<file path="src/hdl/spsf_pkg.sv">
`default_nettype none
package spsf_pkg;

  localparam int MAX_ELEMENTS = 32;
  localparam int DATA_W = 32;
  localparam int SUM_W = DATA_W + 1;
  localparam int IDX_W = $clog2(MAX_ELEMENTS);
  localparam int CNT_W = $clog2(MAX_ELEMENTS + 1);
  // Block bounds reach up to lo + 2 * width, which can exceed the element count.
  localparam int POS_W = CNT_W + 2;

  typedef logic signed [DATA_W-1:0] data_t;
  typedef logic [IDX_W-1:0] idx_t;
  typedef logic [CNT_W-1:0] cnt_t;
  typedef logic [POS_W-1:0] pos_t;

  typedef enum logic [2:0] {
    S_LOAD,
    S_MSTART,
    S_MRUN,
    S_WSTART,
    S_WRUN,
    S_FIN
  } state_t;

  typedef struct packed {
    logic  we;
    idx_t  waddr;
    data_t wdata;
    idx_t  raddr_a;
    idx_t  raddr_b;
  } mem_port_t;

  typedef struct packed {
    data_t a;
    data_t b;
  } mem_rd_t;

endpackage
`default_nettype wire

</file>
<file path="src/hdl/spsf_ram.sv">
`default_nettype none
module spsf_ram #(
  parameter int WIDTH = 32,
  parameter int DEPTH = 32
) (
  input  wire logic                     clk,
  input  wire logic                     we,
  input  wire logic [$clog2(DEPTH)-1:0] waddr,
  input  wire logic [WIDTH-1:0]         wdata,
  input  wire logic [$clog2(DEPTH)-1:0] raddr_a,
  input  wire logic [$clog2(DEPTH)-1:0] raddr_b,
  output logic      [WIDTH-1:0]         rdata_a,
  output logic      [WIDTH-1:0]         rdata_b
);

  logic [WIDTH-1:0] mem [DEPTH];

  always_ff @(posedge clk) begin
    if (we) begin
      mem[waddr] <= wdata;
    end
  end

  always_ff @(posedge clk) begin
    rdata_a <= mem[raddr_a];
    rdata_b <= mem[raddr_b];
  end

endmodule
`default_nettype wire

</file>
<file path="src/hdl/spsf_ctrl.sv">
`default_nettype none
module spsf_ctrl
  import spsf_pkg::*;
(
  input  wire logic      clk,
  input  wire logic      rst,
  input  wire logic      in_valid,
  output logic           in_ready,
  input  wire data_t     sample_value,
  input  wire logic      last_element,
  input  wire data_t     target_sum,
  output mem_port_t      mem0_port,
  output mem_port_t      mem1_port,
  input  wire mem_rd_t   mem0_rd,
  input  wire mem_rd_t   mem1_rd,
  output logic           out_valid,
  input  wire logic      out_ready,
  output data_t          low_value,
  output data_t          high_value,
  output logic           pair_found,
  output logic           last_result
);

  state_t state, state_next;
  cnt_t   count;
  pos_t   width;
  logic   src;
  pos_t   blk_lo, mid, blk_hi;
  pos_t   p, q, k;
  logic   pend_v;
  data_t  pend_lo, pend_hi;

  logic   accept, room, can_push, push;
  pos_t   n_ext, n_after;
  pos_t   mid_c, hi_c, lo_plus_w, blk_next;
  data_t  da, db;
  logic   take_a, blk_done, pass_done, sort_done;
  pos_t   p_n, q_n, k_n;
  logic signed [SUM_W-1:0] sum, target_ext;
  logic   eq, lt, walk_adv, walk_end;
  pos_t   wlo_n, whi_n;
  data_t  push_lo, push_hi;
  logic   push_found, push_last;

  // Decision logic shared by the sequencer and the datapath.
  always_comb begin
    accept     = in_valid && in_ready;
    room       = count < CNT_W'(MAX_ELEMENTS);
    can_push   = !out_valid || out_ready;
    n_ext      = POS_W'(count);
    n_after    = n_ext + POS_W'(room);

    da         = src ? mem1_rd.a : mem0_rd.a;
    db         = src ? mem1_rd.b : mem0_rd.b;

    lo_plus_w  = blk_lo + width;
    mid_c      = (lo_plus_w < n_ext) ? lo_plus_w : n_ext;
    hi_c       = ((blk_lo + (width << 1)) < n_ext) ? (blk_lo + (width << 1)) : n_ext;
    blk_next   = blk_lo + (width << 1);

    take_a     = (p < mid) && ((q >= blk_hi) || (da <= db));
    p_n        = p + POS_W'(take_a);
    q_n        = q + POS_W'(!take_a);
    k_n        = k + POS_W'(1);
    blk_done   = (k_n == blk_hi);
    pass_done  = blk_done && (blk_next >= n_ext);
    sort_done  = pass_done && ((width << 1) >= n_ext);

    sum        = $signed({da[DATA_W-1], da}) + $signed({db[DATA_W-1], db});
    target_ext = $signed({target_sum[DATA_W-1], target_sum});
    eq         = (sum == target_ext);
    lt         = (sum < target_ext);
    // A new match can only be parked once the previous one has left.
    walk_adv   = !(eq && pend_v && !can_push);
    wlo_n      = (!eq && lt) ? p + POS_W'(1) : p;
    whi_n      = (!eq && lt) ? q : q - POS_W'(1);
    walk_end   = walk_adv && (wlo_n >= whi_n);
  end

  always_comb begin
    state_next = state;
    unique case (state)
      S_LOAD: begin
        if (accept && last_element) begin
          state_next = (n_after >= POS_W'(2)) ? S_MSTART : S_FIN;
        end
      end
      S_MSTART: state_next = S_MRUN;
      S_MRUN: begin
        if (sort_done) begin
          state_next = S_WSTART;
        end else if (blk_done) begin
          state_next = S_MSTART;
        end
      end
      S_WSTART: state_next = S_WRUN;
      S_WRUN: begin
        if (walk_end) begin
          state_next = S_FIN;
        end
      end
      S_FIN: begin
        if (can_push) begin
          state_next = S_LOAD;
        end
      end
      default: state_next = S_LOAD;
    endcase
  end

  always_comb begin
    mem0_port  = '0;
    mem1_port  = '0;
    in_ready   = 1'b0;
    push       = 1'b0;
    push_lo    = '0;
    push_hi    = '0;
    push_found = 1'b0;
    push_last  = 1'b0;
    unique case (state)
      S_LOAD: begin
        in_ready        = 1'b1;
        mem0_port.we    = accept && room;
        mem0_port.waddr = IDX_W'(count);
        mem0_port.wdata = sample_value;
      end
      S_MSTART: begin
        mem0_port.raddr_a = IDX_W'(blk_lo);
        mem0_port.raddr_b = IDX_W'(mid_c);
      end
      S_MRUN: begin
        mem0_port.raddr_a = IDX_W'(p_n);
        mem0_port.raddr_b = IDX_W'(q_n);
        if (src) begin
          mem0_port.we    = 1'b1;
          mem0_port.waddr = IDX_W'(k);
          mem0_port.wdata = take_a ? da : db;
        end else begin
          mem1_port.we    = 1'b1;
          mem1_port.waddr = IDX_W'(k);
          mem1_port.wdata = take_a ? da : db;
        end
      end
      S_WSTART: begin
        mem0_port.raddr_a = '0;
        mem0_port.raddr_b = IDX_W'(n_ext - POS_W'(1));
      end
      S_WRUN: begin
        mem0_port.raddr_a = walk_adv ? IDX_W'(wlo_n) : IDX_W'(p);
        mem0_port.raddr_b = walk_adv ? IDX_W'(whi_n) : IDX_W'(q);
        push    = walk_adv && eq && pend_v;
        push_lo = pend_lo;
        push_hi = pend_hi;
        push_found = 1'b1;
      end
      S_FIN: begin
        push       = can_push;
        push_lo    = pend_v ? pend_lo : '0;
        push_hi    = pend_v ? pend_hi : '0;
        push_found = pend_v;
        push_last  = 1'b1;
      end
      default: begin
      end
    endcase
    mem1_port.raddr_a = mem0_port.raddr_a;
    mem1_port.raddr_b = mem0_port.raddr_b;
  end

  always_ff @(posedge clk) begin
    if (rst) begin
      state <= S_LOAD;
      count <= '0;
      width <= '0;
      src <= 1'b0;
      blk_lo <= '0;
      pend_v <= 1'b0;
    end else begin
      state <= state_next;
      unique case (state)
        S_LOAD: begin
          if (accept) begin
            count <= CNT_W'(n_after);
            if (last_element) begin
              width  <= POS_W'(1);
              src    <= 1'b0;
              blk_lo <= '0;
              pend_v <= 1'b0;
            end
          end
        end
        S_MRUN: begin
          if (pass_done) begin
            blk_lo <= '0;
            src    <= ~src;
            width  <= width << 1;
          end else if (blk_done) begin
            blk_lo <= blk_next;
          end
        end
        S_WSTART: pend_v <= 1'b0;
        S_WRUN: begin
          if (walk_adv && eq) begin
            pend_v <= 1'b1;
          end
        end
        S_FIN: begin
          if (can_push) begin
            count  <= '0;
            pend_v <= 1'b0;
          end
        end
        default: begin
        end
      endcase
    end
  end

  // Pointers and parked match carry no reset; the sequencer loads them before use.
  always_ff @(posedge clk) begin
    unique case (state)
      S_MSTART: begin
        p      <= blk_lo;
        q      <= mid_c;
        k      <= blk_lo;
        mid    <= mid_c;
        blk_hi <= hi_c;
      end
      S_MRUN: begin
        p <= p_n;
        q <= q_n;
        k <= k_n;
      end
      S_WSTART: begin
        p <= '0;
        q <= n_ext - POS_W'(1);
      end
      S_WRUN: begin
        if (walk_adv) begin
          p <= wlo_n;
          q <= whi_n;
          if (eq) begin
            pend_lo <= da;
            pend_hi <= db;
          end
        end
      end
      default: begin
      end
    endcase
  end

  always_ff @(posedge clk) begin
    if (rst) begin
      out_valid <= 1'b0;
    end else if (push) begin
      out_valid <= 1'b1;
    end else if (out_ready) begin
      out_valid <= 1'b0;
    end
  end

  always_ff @(posedge clk) begin
    if (push) begin
      low_value   <= push_lo;
      high_value  <= push_hi;
      pair_found  <= push_found;
      last_result <= push_last;
    end
  end

  a_count_bound: assert property (@(posedge clk) disable iff (rst)
    count <= CNT_W'(MAX_ELEMENTS))
    else $error("element count above capacity");

  a_walk_order: assert property (@(posedge clk) disable iff (rst)
    state == S_WRUN |-> p < q)
    else $error("walk pointers crossed");

  a_merge_bound: assert property (@(posedge clk) disable iff (rst)
    state == S_MRUN |-> (k < blk_hi) && (p <= mid) && (q <= blk_hi))
    else $error("merge pointer outside its block");

  a_pair_sum: assert property (@(posedge clk) disable iff (rst)
    out_valid && pair_found |->
      ($signed({low_value[DATA_W-1], low_value}) + $signed({high_value[DATA_W-1], high_value}))
        == $signed({target_sum[DATA_W-1], target_sum}))
    else $error("reported pair does not match the target");

  a_pair_order: assert property (@(posedge clk) disable iff (rst)
    out_valid && pair_found |-> low_value <= high_value)
    else $error("reported pair out of order");

  a_not_found: assert property (@(posedge clk) disable iff (rst)
    out_valid && !pair_found |-> low_value == '0 && high_value == '0 && last_result)
    else $error("malformed not-found result");

endmodule
`default_nettype wire

</file>
<file path="src/hdl/sorted_pair_sum_finder_core.sv">
// Sorted pair-sum finder.
// Input channel (in_valid/in_ready): one signed sample_value per request;
// last_element closes the set. Up to MAX_ELEMENTS values are kept, extra ones
// are dropped. Values load at one request per cycle until the closing request.
// After the closing request the set is merge sorted between two
// one-port-write, two-port-read memories over ceil(log2 n) passes; a
// two-pointer walk then finds the matching pairs and registers the final
// result. Loading is blocked meanwhile.
// Output channel (out_valid/out_ready): each matching pair, smaller value
// first, in walk order; last_result marks the final one. A set with no match
// gives one result with pair_found low and both values zero.
// A stalled receiver holds the result register; the walk pauses on a further
// match until it drains. cfg_write_en/cfg_write_data set target_sum and
// should only change between sets. Reset (rst, synchronous) empties the set,
// clears target_sum and drops any pending result; no memory clear is needed.
`default_nettype none
module sorted_pair_sum_finder_core
  import spsf_pkg::*;
(
  input  wire logic  clk,
  input  wire logic  rst,
  input  wire logic  cfg_write_en,
  input  wire data_t cfg_write_data,
  input  wire logic  in_valid,
  output logic       in_ready,
  input  wire data_t sample_value,
  input  wire logic  last_element,
  output logic       out_valid,
  input  wire logic  out_ready,
  output data_t      low_value,
  output data_t      high_value,
  output logic       pair_found,
  output logic       last_result
);

  data_t     target_sum;
  mem_port_t mem0_port, mem1_port;
  mem_rd_t   mem0_rd, mem1_rd;

  always_ff @(posedge clk) begin
    if (rst) begin
      target_sum <= '0;
    end else if (cfg_write_en) begin
      target_sum <= cfg_write_data;
    end
  end

  spsf_ram #(.WIDTH(DATA_W), .DEPTH(MAX_ELEMENTS)) u_value_store (
    .clk     (clk),
    .we      (mem0_port.we),
    .waddr   (mem0_port.waddr),
    .wdata   (mem0_port.wdata),
    .raddr_a (mem0_port.raddr_a),
    .raddr_b (mem0_port.raddr_b),
    .rdata_a (mem0_rd.a),
    .rdata_b (mem0_rd.b)
  );

  spsf_ram #(.WIDTH(DATA_W), .DEPTH(MAX_ELEMENTS)) u_merge_scratch (
    .clk     (clk),
    .we      (mem1_port.we),
    .waddr   (mem1_port.waddr),
    .wdata   (mem1_port.wdata),
    .raddr_a (mem1_port.raddr_a),
    .raddr_b (mem1_port.raddr_b),
    .rdata_a (mem1_rd.a),
    .rdata_b (mem1_rd.b)
  );

  spsf_ctrl u_ctrl (
    .clk          (clk),
    .rst          (rst),
    .in_valid     (in_valid),
    .in_ready     (in_ready),
    .sample_value (sample_value),
    .last_element (last_element),
    .target_sum   (target_sum),
    .mem0_port    (mem0_port),
    .mem1_port    (mem1_port),
    .mem0_rd      (mem0_rd),
    .mem1_rd      (mem1_rd),
    .out_valid    (out_valid),
    .out_ready    (out_ready),
    .low_value    (low_value),
    .high_value   (high_value),
    .pair_found   (pair_found),
    .last_result  (last_result)
  );

endmodule
`default_nettype wire

</file>
<file path="config.mk">
export PLATFORM = sky130hd
export DESIGN_NAME = sorted_pair_sum_finder_core
export DESIGN_NICKNAME = d
export VERILOG_FILES = /design/src/hdl/spsf_pkg.sv /design/src/hdl/spsf_ram.sv /design/src/hdl/spsf_ctrl.sv /design/src/hdl/sorted_pair_sum_finder_core.sv
export SDC_FILE = /design/constraint.sdc
export NUM_CORES = 2
export LEC_CHECK = 0
export BUFFER_PORTS_ARGS = -buffer_cell sky130_fd_sc_hd__buf_2
export CAP_MARGIN = 20
export CORE_MARGIN = 1.5
export CORE_UTILIZATION = 45
export DETAILED_ROUTE_END_ITERATION = 10
export MAX_ROUTING_LAYER = met4
export PLACE_DENSITY_LB_ADDON = 0.1
export SYNTH_ARGS = -nofsm -noshare
export SYNTH_HDL_FRONTEND = slang
export SYNTH_SLANG_ARGS = --single-unit
</file>
<file path="constraint.sdc">
create_clock -name clk -period 25.4 [get_ports clk]
set_clock_uncertainty 0.2 [all_clocks]
set_input_delay 1.27 -clock clk [delete_from_list [all_inputs] [get_ports clk]]
set_output_delay 1.27 -clock clk [all_outputs]
set_load 0.01 [all_outputs]
</file>
After elaboration in Yosys (flattened, before gate mapping)
Memories as Yosys holds them, arrays and structs flattened. A register that Yosys moved wholly into a read port is not among the register bits. Index checks and enable logic that the tools add are counted.

Register bits: 230. Memories kept: 2. Word-level logic and storage cells: 154. Latch bits: 0. Input port bits: 70. Output and inout bits: 68. Memory bits (read-only): 0. Bits in writable memories: 2048.

Bitwise operators: 2. Eq/ne operators: 17. Magnitude comparators: 11. Reductions and logical operators: 33. Muxes and demuxes: 59. $mul: 0. Div/mod/pow operators: 0. $add $sub $neg: 10. Shifts and indexed selects: 0.

Memory list: u_merge_scratch.mem (words 32, width 32, read ports 2, clocked after Yosys merged registers in 2, wr ports 1, RTL line spsf_ram.sv:16) `logic [WIDTH-1:0] mem [DEPTH];`; u_value_store.mem (words 32, width 32, read ports 2, clocked after Yosys merged registers in 2, wr ports 1, RTL line spsf_ram.sv:16).

Operators by type and width (number): $mux 32 (5); $pmux 32 s2 (2); $mux 38 (3); $mux 8 (12); $pmux 38 s2 (1); $pmux 8 s4 (2); $pmux 8 s2 (3); $pmux 10 s4 (1); $add 32x32->33 (1); $eq 33x32->1 (1); $lt 33x32->1 (1); $le 32x32->1 (1); $mux 3 (6); $mux 6 (3); $pmux 3 s6 (1); $add 8x1->8 (2); $add 8x1->8 const B (2); $add 8x8->8 (2); $ge 8x6->1 (2); $ge 8x8->1 (2); $lt 8x6->1 (2); $mux 1 (13); $logic_and 1x1->1 (12); $ne 2x1->1 const B (6); other kinds (26) (46).

Longest topological paths before layout
Word-level depth: 10. Mapped depth: 38. Mapped depth without buffers: 36.

Hierarchy
From an unflattened synthesis, not the netlist that was laid out.

Cells, all modules: 8561. Area total of the unflattened synthesis: 116267.8 um^2.

Modules (own cells, without submodules): spsf_ram (u_value_store) (seq. area each 32030.7 um^2, cells an instance 3450, area an instance 50070.5 um^2, instances 1); spsf_ram (u_merge_scratch) (seq. area each 32030.7 um^2, cells an instance 3450, area an instance 50040.5 um^2, instances 1); spsf_ctrl (seq. area each 5645.4 um^2, cells an instance 1558, area an instance 14993.1 um^2, instances 1); sorted_pair_sum_finder_core (seq. area each 640.6 um^2, cells an instance 103, area an instance 1163.6 um^2, instances 1).

Worst setup path before layout
No wires, ideal clock.

Path kind: reg2reg. From: register u_ctrl.src. To: register u_ctrl.pend_hi[0], enable pin. Path slack: 14.372 ns. Stages on the path, launching flop included: 23. Period minus slack after synthesis: 11.028 ns. Buffers on the path: 3. Arrival: 10.263 ns. Cells stage by stage: dfxtp_1 > clkbuf_1 > clkbuf_1 > clkbuf_1 > mux2i_1 > fa_1 > o21bai_1 > a21oi_1 > o21ai_0 > a311oi_1 > o31ai_1 > a311oi_1 > o2111ai_1 > a2111oi_2 > o41ai_1 > a2111oi_2 > o41ai_1 > xnor2_1 > ha_1 > nand3_1 > or4_1 > or2_1 > nor3_1.

Longest elaborated chain between the ends: 7.

RTL lines: start, declared (RTL line spsf_ctrl.sv:27) `logic src;`; start signal, assigned (RTL line spsf_ctrl.sv:195) `src <= ~src;`; $mux 32, on equally long branches (RTL line spsf_ctrl.sv:53, spsf_ctrl.sv:54); $add 32x32->33 * (RTL line spsf_ctrl.sv:69) `sum = $signed({da[DATA_W-1], da}) + $signed({db[DATA_W-1], db});`; $eq 33x32->1 * (RTL line spsf_ctrl.sv:71) `eq = (sum == target_ext);`; $logic_and 1x1->1 (2 in series) (RTL line spsf_ctrl.sv:74) `walk_adv = !(eq && pend_v && !can_push);`; $not 1->1 (no line); $reduce_and 3->1 (no line) *; end signal, assigned (RTL line spsf_ctrl.sv:244) `pend_hi <= db;`; end, declared (RTL line spsf_ctrl.sv:31) `data_t pend_lo, pend_hi;`.

Every way passes the cells marked *; elsewhere a longest branch is shown, timed or not. A chain may end at the register's enable or synchronous reset.

Worst setup path in the final report
From: register u_ctrl.src. To: register u_merge_scratch.rdata_a[5], read port of u_merge_scratch.mem.

Longest elaborated chain between the ends: 8.

RTL lines: $mux 32 * (RTL line spsf_ctrl.sv:54) `db = src ? mem1_rd.b : mem0_rd.b;`; via u_ctrl.db[0] (RTL line spsf_ctrl.sv:36) `data_t da, db;`; parallel branches: the longest is 6 deep, another holds $add 32x32->33; $pmux 10 s4 * (RTL line spsf_ctrl.sv:120) `unique case (state)`; end, declared (RTL line spsf_ram.sv:12) `output logic [WIDTH-1:0] rdata_a,`.

Mark *: on every way through the listed nets, which the timed path passes.

==> metrics.md <==
| Metric | Value |
|---|---|
| Status | `finished clean` |
| Dpl hpwl | `289000 um` |
| Final Util | `0.507` |
| Die height | `521 um` |
| Clock tree from TritonCTS | `yes` |
| Startpoint Class | `flop` |
| Remaining DRCs | `0` |
| Die Wd | `between 500 and 600 um` |
| Drt wl/cell | `38.1 um` |
| Max Used Layer | `met4` |
| Drt initial violations | `~16k` |
| Worst path slowest cell | `buf_4` |
| Final wirelength | `516000 um` |
| Syn Area/Cell | `roughly 12 sq um` |
| Gpl congestion | `0.968` |
| Drt pass-1 iters | `9` |
| Setup Buffers After CTS | `0` |
| CTS H-tree lvls | `5` |
| Clock buffer depth | `4` |
| Crit-path max FO | `46` |
| Final critical-path share of the clock period | `0.501` |
| Row count | `189` |
| RSZ-0062 raised after global routing | `no` |
| CTS clk-pin slew, worst paths | `0.06 ns` |
| Final count of hold timing violations | `0` |
| # hold bufs at CTS | `0` |
| Relative slew margins | `0.0842` |
| Vias | `96.2k` |
| Most used cell, CP | `buf_4` |
| Worst slew pin tran | `1.37 ns` |
| Die ar. | `271000 sq um` |
| CP top delay family | `compound AO/OA/AOI/OAI gates` |
| Worst Path Buf+Inv | `5` |
| CTS Buf Count | `278` |
| Total length of routed met3 wires | `roughly 70000 um` |
| Routed metal-1 wirelength | `194000 um` |
| Final Max Slew Viols | `0` |
| Syn. warnings | `0` |
| First-pass GRT wire length | `around 700000 um` |
| Fin crit period | `12.71 ns` |
| Post-synthesis sequential area ratio | `0.583` |
| Non-Filler Instances | `13.5k` |
| Worst min path class | `reg2reg` |
| Critical path class | `reg2reg` |
| Core Box Area | `266000 sq um` |
| Inst Count DP | `13.0k` |
| Largest cells by area after synthesis | `edfxtp_1 55%, mux4_2 9.6%, nand2_1 5.8%, nand3_1 4.9%, dfxtp_1 3.1%` |
| Fillers | `22.9k` |
| Distinct cells, synth | `92` |
| Grt ovf | `0` |
| Gr usage total | `0.381` |
| I/O pin cnt | `138` |
| Antenna violations before repair | `24` |
| WL met2 | `218000 um` |
| Vias in the first global route | `90.6k` |
| FMAX | `between 70 and 80 MHz` |
| Worst EP required | `26.01 ns` |
| Initial core utilization | `0.454` |
| Antenna Violating Nets Remaining | `0` |
| Clock sink count | `roughly 2.4k` |
| Share of cells above drive strength 1 | `0.159` |
| Ys async rst share | `0` |
| CP peak stage delay | `0.88 ns` |
| Final Setup Violations | `0` |
| Largest net degree at the start of global routing | `122` |
| PostCTS Resize Cnt | `0` |
| Total Negative Setup Slacks | `0 ns` |
| PortBufs | `~140` |
| Ys flop type | `edfxtp_1` |
| Clk root buf | `clkbuf_16` |
| Crit path DAT | `13.33 ns` |
| #FFs+latches synth | `~2.4k` |
| Via-to-Cell Ratio | `7.12` |
| CP Capture Type | `flop` |
| EDFF count, synth | `roughly 2.2k` |
| Post-Syn Area | `121000 sq um` |
| Nets | `9956` |
| Cells after Synth | `9849` |
| Yosys top cell by area | `edfxtp_1` |
| Total of max-cap violations | `0` |
| Yosys top cell area share | `0.552` |
| Clk_lat worst skew | `0.96 ns` |
| Layout area overhead | `11.7%` |
==> synthesized netlist by cell type (68+ instances only) <==
master / instances
edfxtp_1: 2218
a22oi_1: 78
a211oi_1: 70
ha_1: 156
a21oi_1: 442
nor2b_1: 82
dfxtp_1: 187
nand4_1: 143
a31oi_1: 73
o21ai_0: 124
a221oi_1: 383
a32oi_1: 255
nand3_1: 1184
buf_1: 89
mux2i_1: 280
nor2_1: 219
mux4_2: 512
inv_1: 135
nand2_1: 1850
and3_1: 201
clkbuf_1: 470
a211o_1: 68
buf_2: 218
==> cells in the final DEF, fill, tap and decap left out, types with 13 or more instances in the layout <==
master / synthesis / final
bufinv_16: 0 / 21
clkinv_2: 0 / 56
a221oi_1: 383 / 383
diode_2: 0 / 27
nand4_1: 143 / 143
clkbuf_1: 470 / 57
nand3_1: 1184 / 1182
a32oi_1: 255 / 255
nor3_1: 28 / 21
a211o_1: 68 / 68
nand2b_1: 20 / 19
xor2_1: 25 / 25
buf_4: 50 / 277
a211oi_1: 70 / 70
dfxtp_1: 187 / 186
xnor2_1: 55 / 55
and3_1: 201 / 200
a21oi_1: 442 / 420
clkbuf_8: 0 / 13
ha_1: 156 / 156
clkinv_1: 1 / 46
nor2_4: 0 / 74
a22oi_1: 78 / 78
buf_12: 0 / 24
mux2i_1: 280 / 280
o21ai_0: 124 / 91
edfxtp_1: 2218 / 2218
a31oi_1: 73 / 73
buf_2: 218 / 137
clkbuf_16: 0 / 285
mux2_2: 36 / 36
a21o_1: 19 / 19
mux4_2: 512 / 512
nand2_1: 1850 / 1849
inv_1: 135 / 133
nor2_1: 219 / 143
nor2b_1: 82 / 81
a21oi_2: 0 / 14
o21ai_2: 0 / 26
==> area by class of cell <==
class | count | area, sq um | area share
timing repair buffer | 439 | 3260 | 0.0242
clock inverter | 155 | 1480 | 0.0110
multi-input combinational | 6467 | 47100 | 0.350
sequential | 2405 | 70400 | 0.522
inverter | 137 | 524 | 0.00389
tap | 3533 | 4420 | 0.0328
clock buffer | 355 | 7520 | 0.0558
antenna | 27 | 67.6 | 0.000501
==> worst reg2reg max path, delay by kind of cell (launching register included) <==
family	cells	cell delay [ns]
fa+ha+maj	3	0.88
compound gates	13	4.61
mux	3	1.20
simple gates	7	1.86
buf+inv	5	3.01
xor+xnor	2	0.31
flops	1	0.58
==> per-stage QoR <==
step           hold WS (ns)  setup WS (ns)  instance area (sq um)
4_1_cts               0.304          12.85                 135000
2_1_floorplan         0.260          14.37                 121000
6_report              0.302          12.69                 135000
5_1_grt               0.327          11.97                 135000
3_3_place_gp          0.277          12.95                 126000
3_5_place_dp          0.285          12.90                 126000
==> registers in the layout, summed over array words and instances (netlist names), 32 cells and up <==
register                 cells
target_sum                  32
u_ctrl.high_value           32
u_ctrl.low_value            32
u_ctrl.pend_hi              32
u_ctrl.pend_lo              32
u_merge_scratch.mem       1024
u_merge_scratch.rdata_a     32
u_merge_scratch.rdata_b     32
u_value_store.mem         1024
u_value_store.rdata_a       32
u_value_store.rdata_b       32
==> kinds of logic after synthesis <==
logic type,share of synthesized area
simple gates,0.142
flops,0.583
compound gates,0.0951
buf+inv,0.0352
mux,0.122
fa+ha+maj,0.0165
xor+xnor,0.00594
other cells,0.0000311
==> final timing paths <==
kind,slack [ns],startpoint,cells past startpoint,end
hold reg to reg,0.30,target_sum[16],2,target_sum[16]
setup / recovery,12.69,u_ctrl.src,33,u_merge_scratch.rdata_a[5]
hold / removal,0.30,target_sum[16],2,target_sum[16]
setup reg to reg,12.69,u_ctrl.src,33,u_merge_scratch.rdata_a[5]
==> metal layers <==
| layer | up-vias | track usage |
|---|---|---|
| met1 | 48700 | 0.506 |
| met2 | 7918 | 0.531 |
| met5 | - | - |
| met4 | 0 | 0.208 |
| li1 | 38100 | - |
| met3 | 1564 | 0.100 |
Power is not shown: default switching activity piles up to over one toggle a cycle in this logic, so the estimate is an artifact.
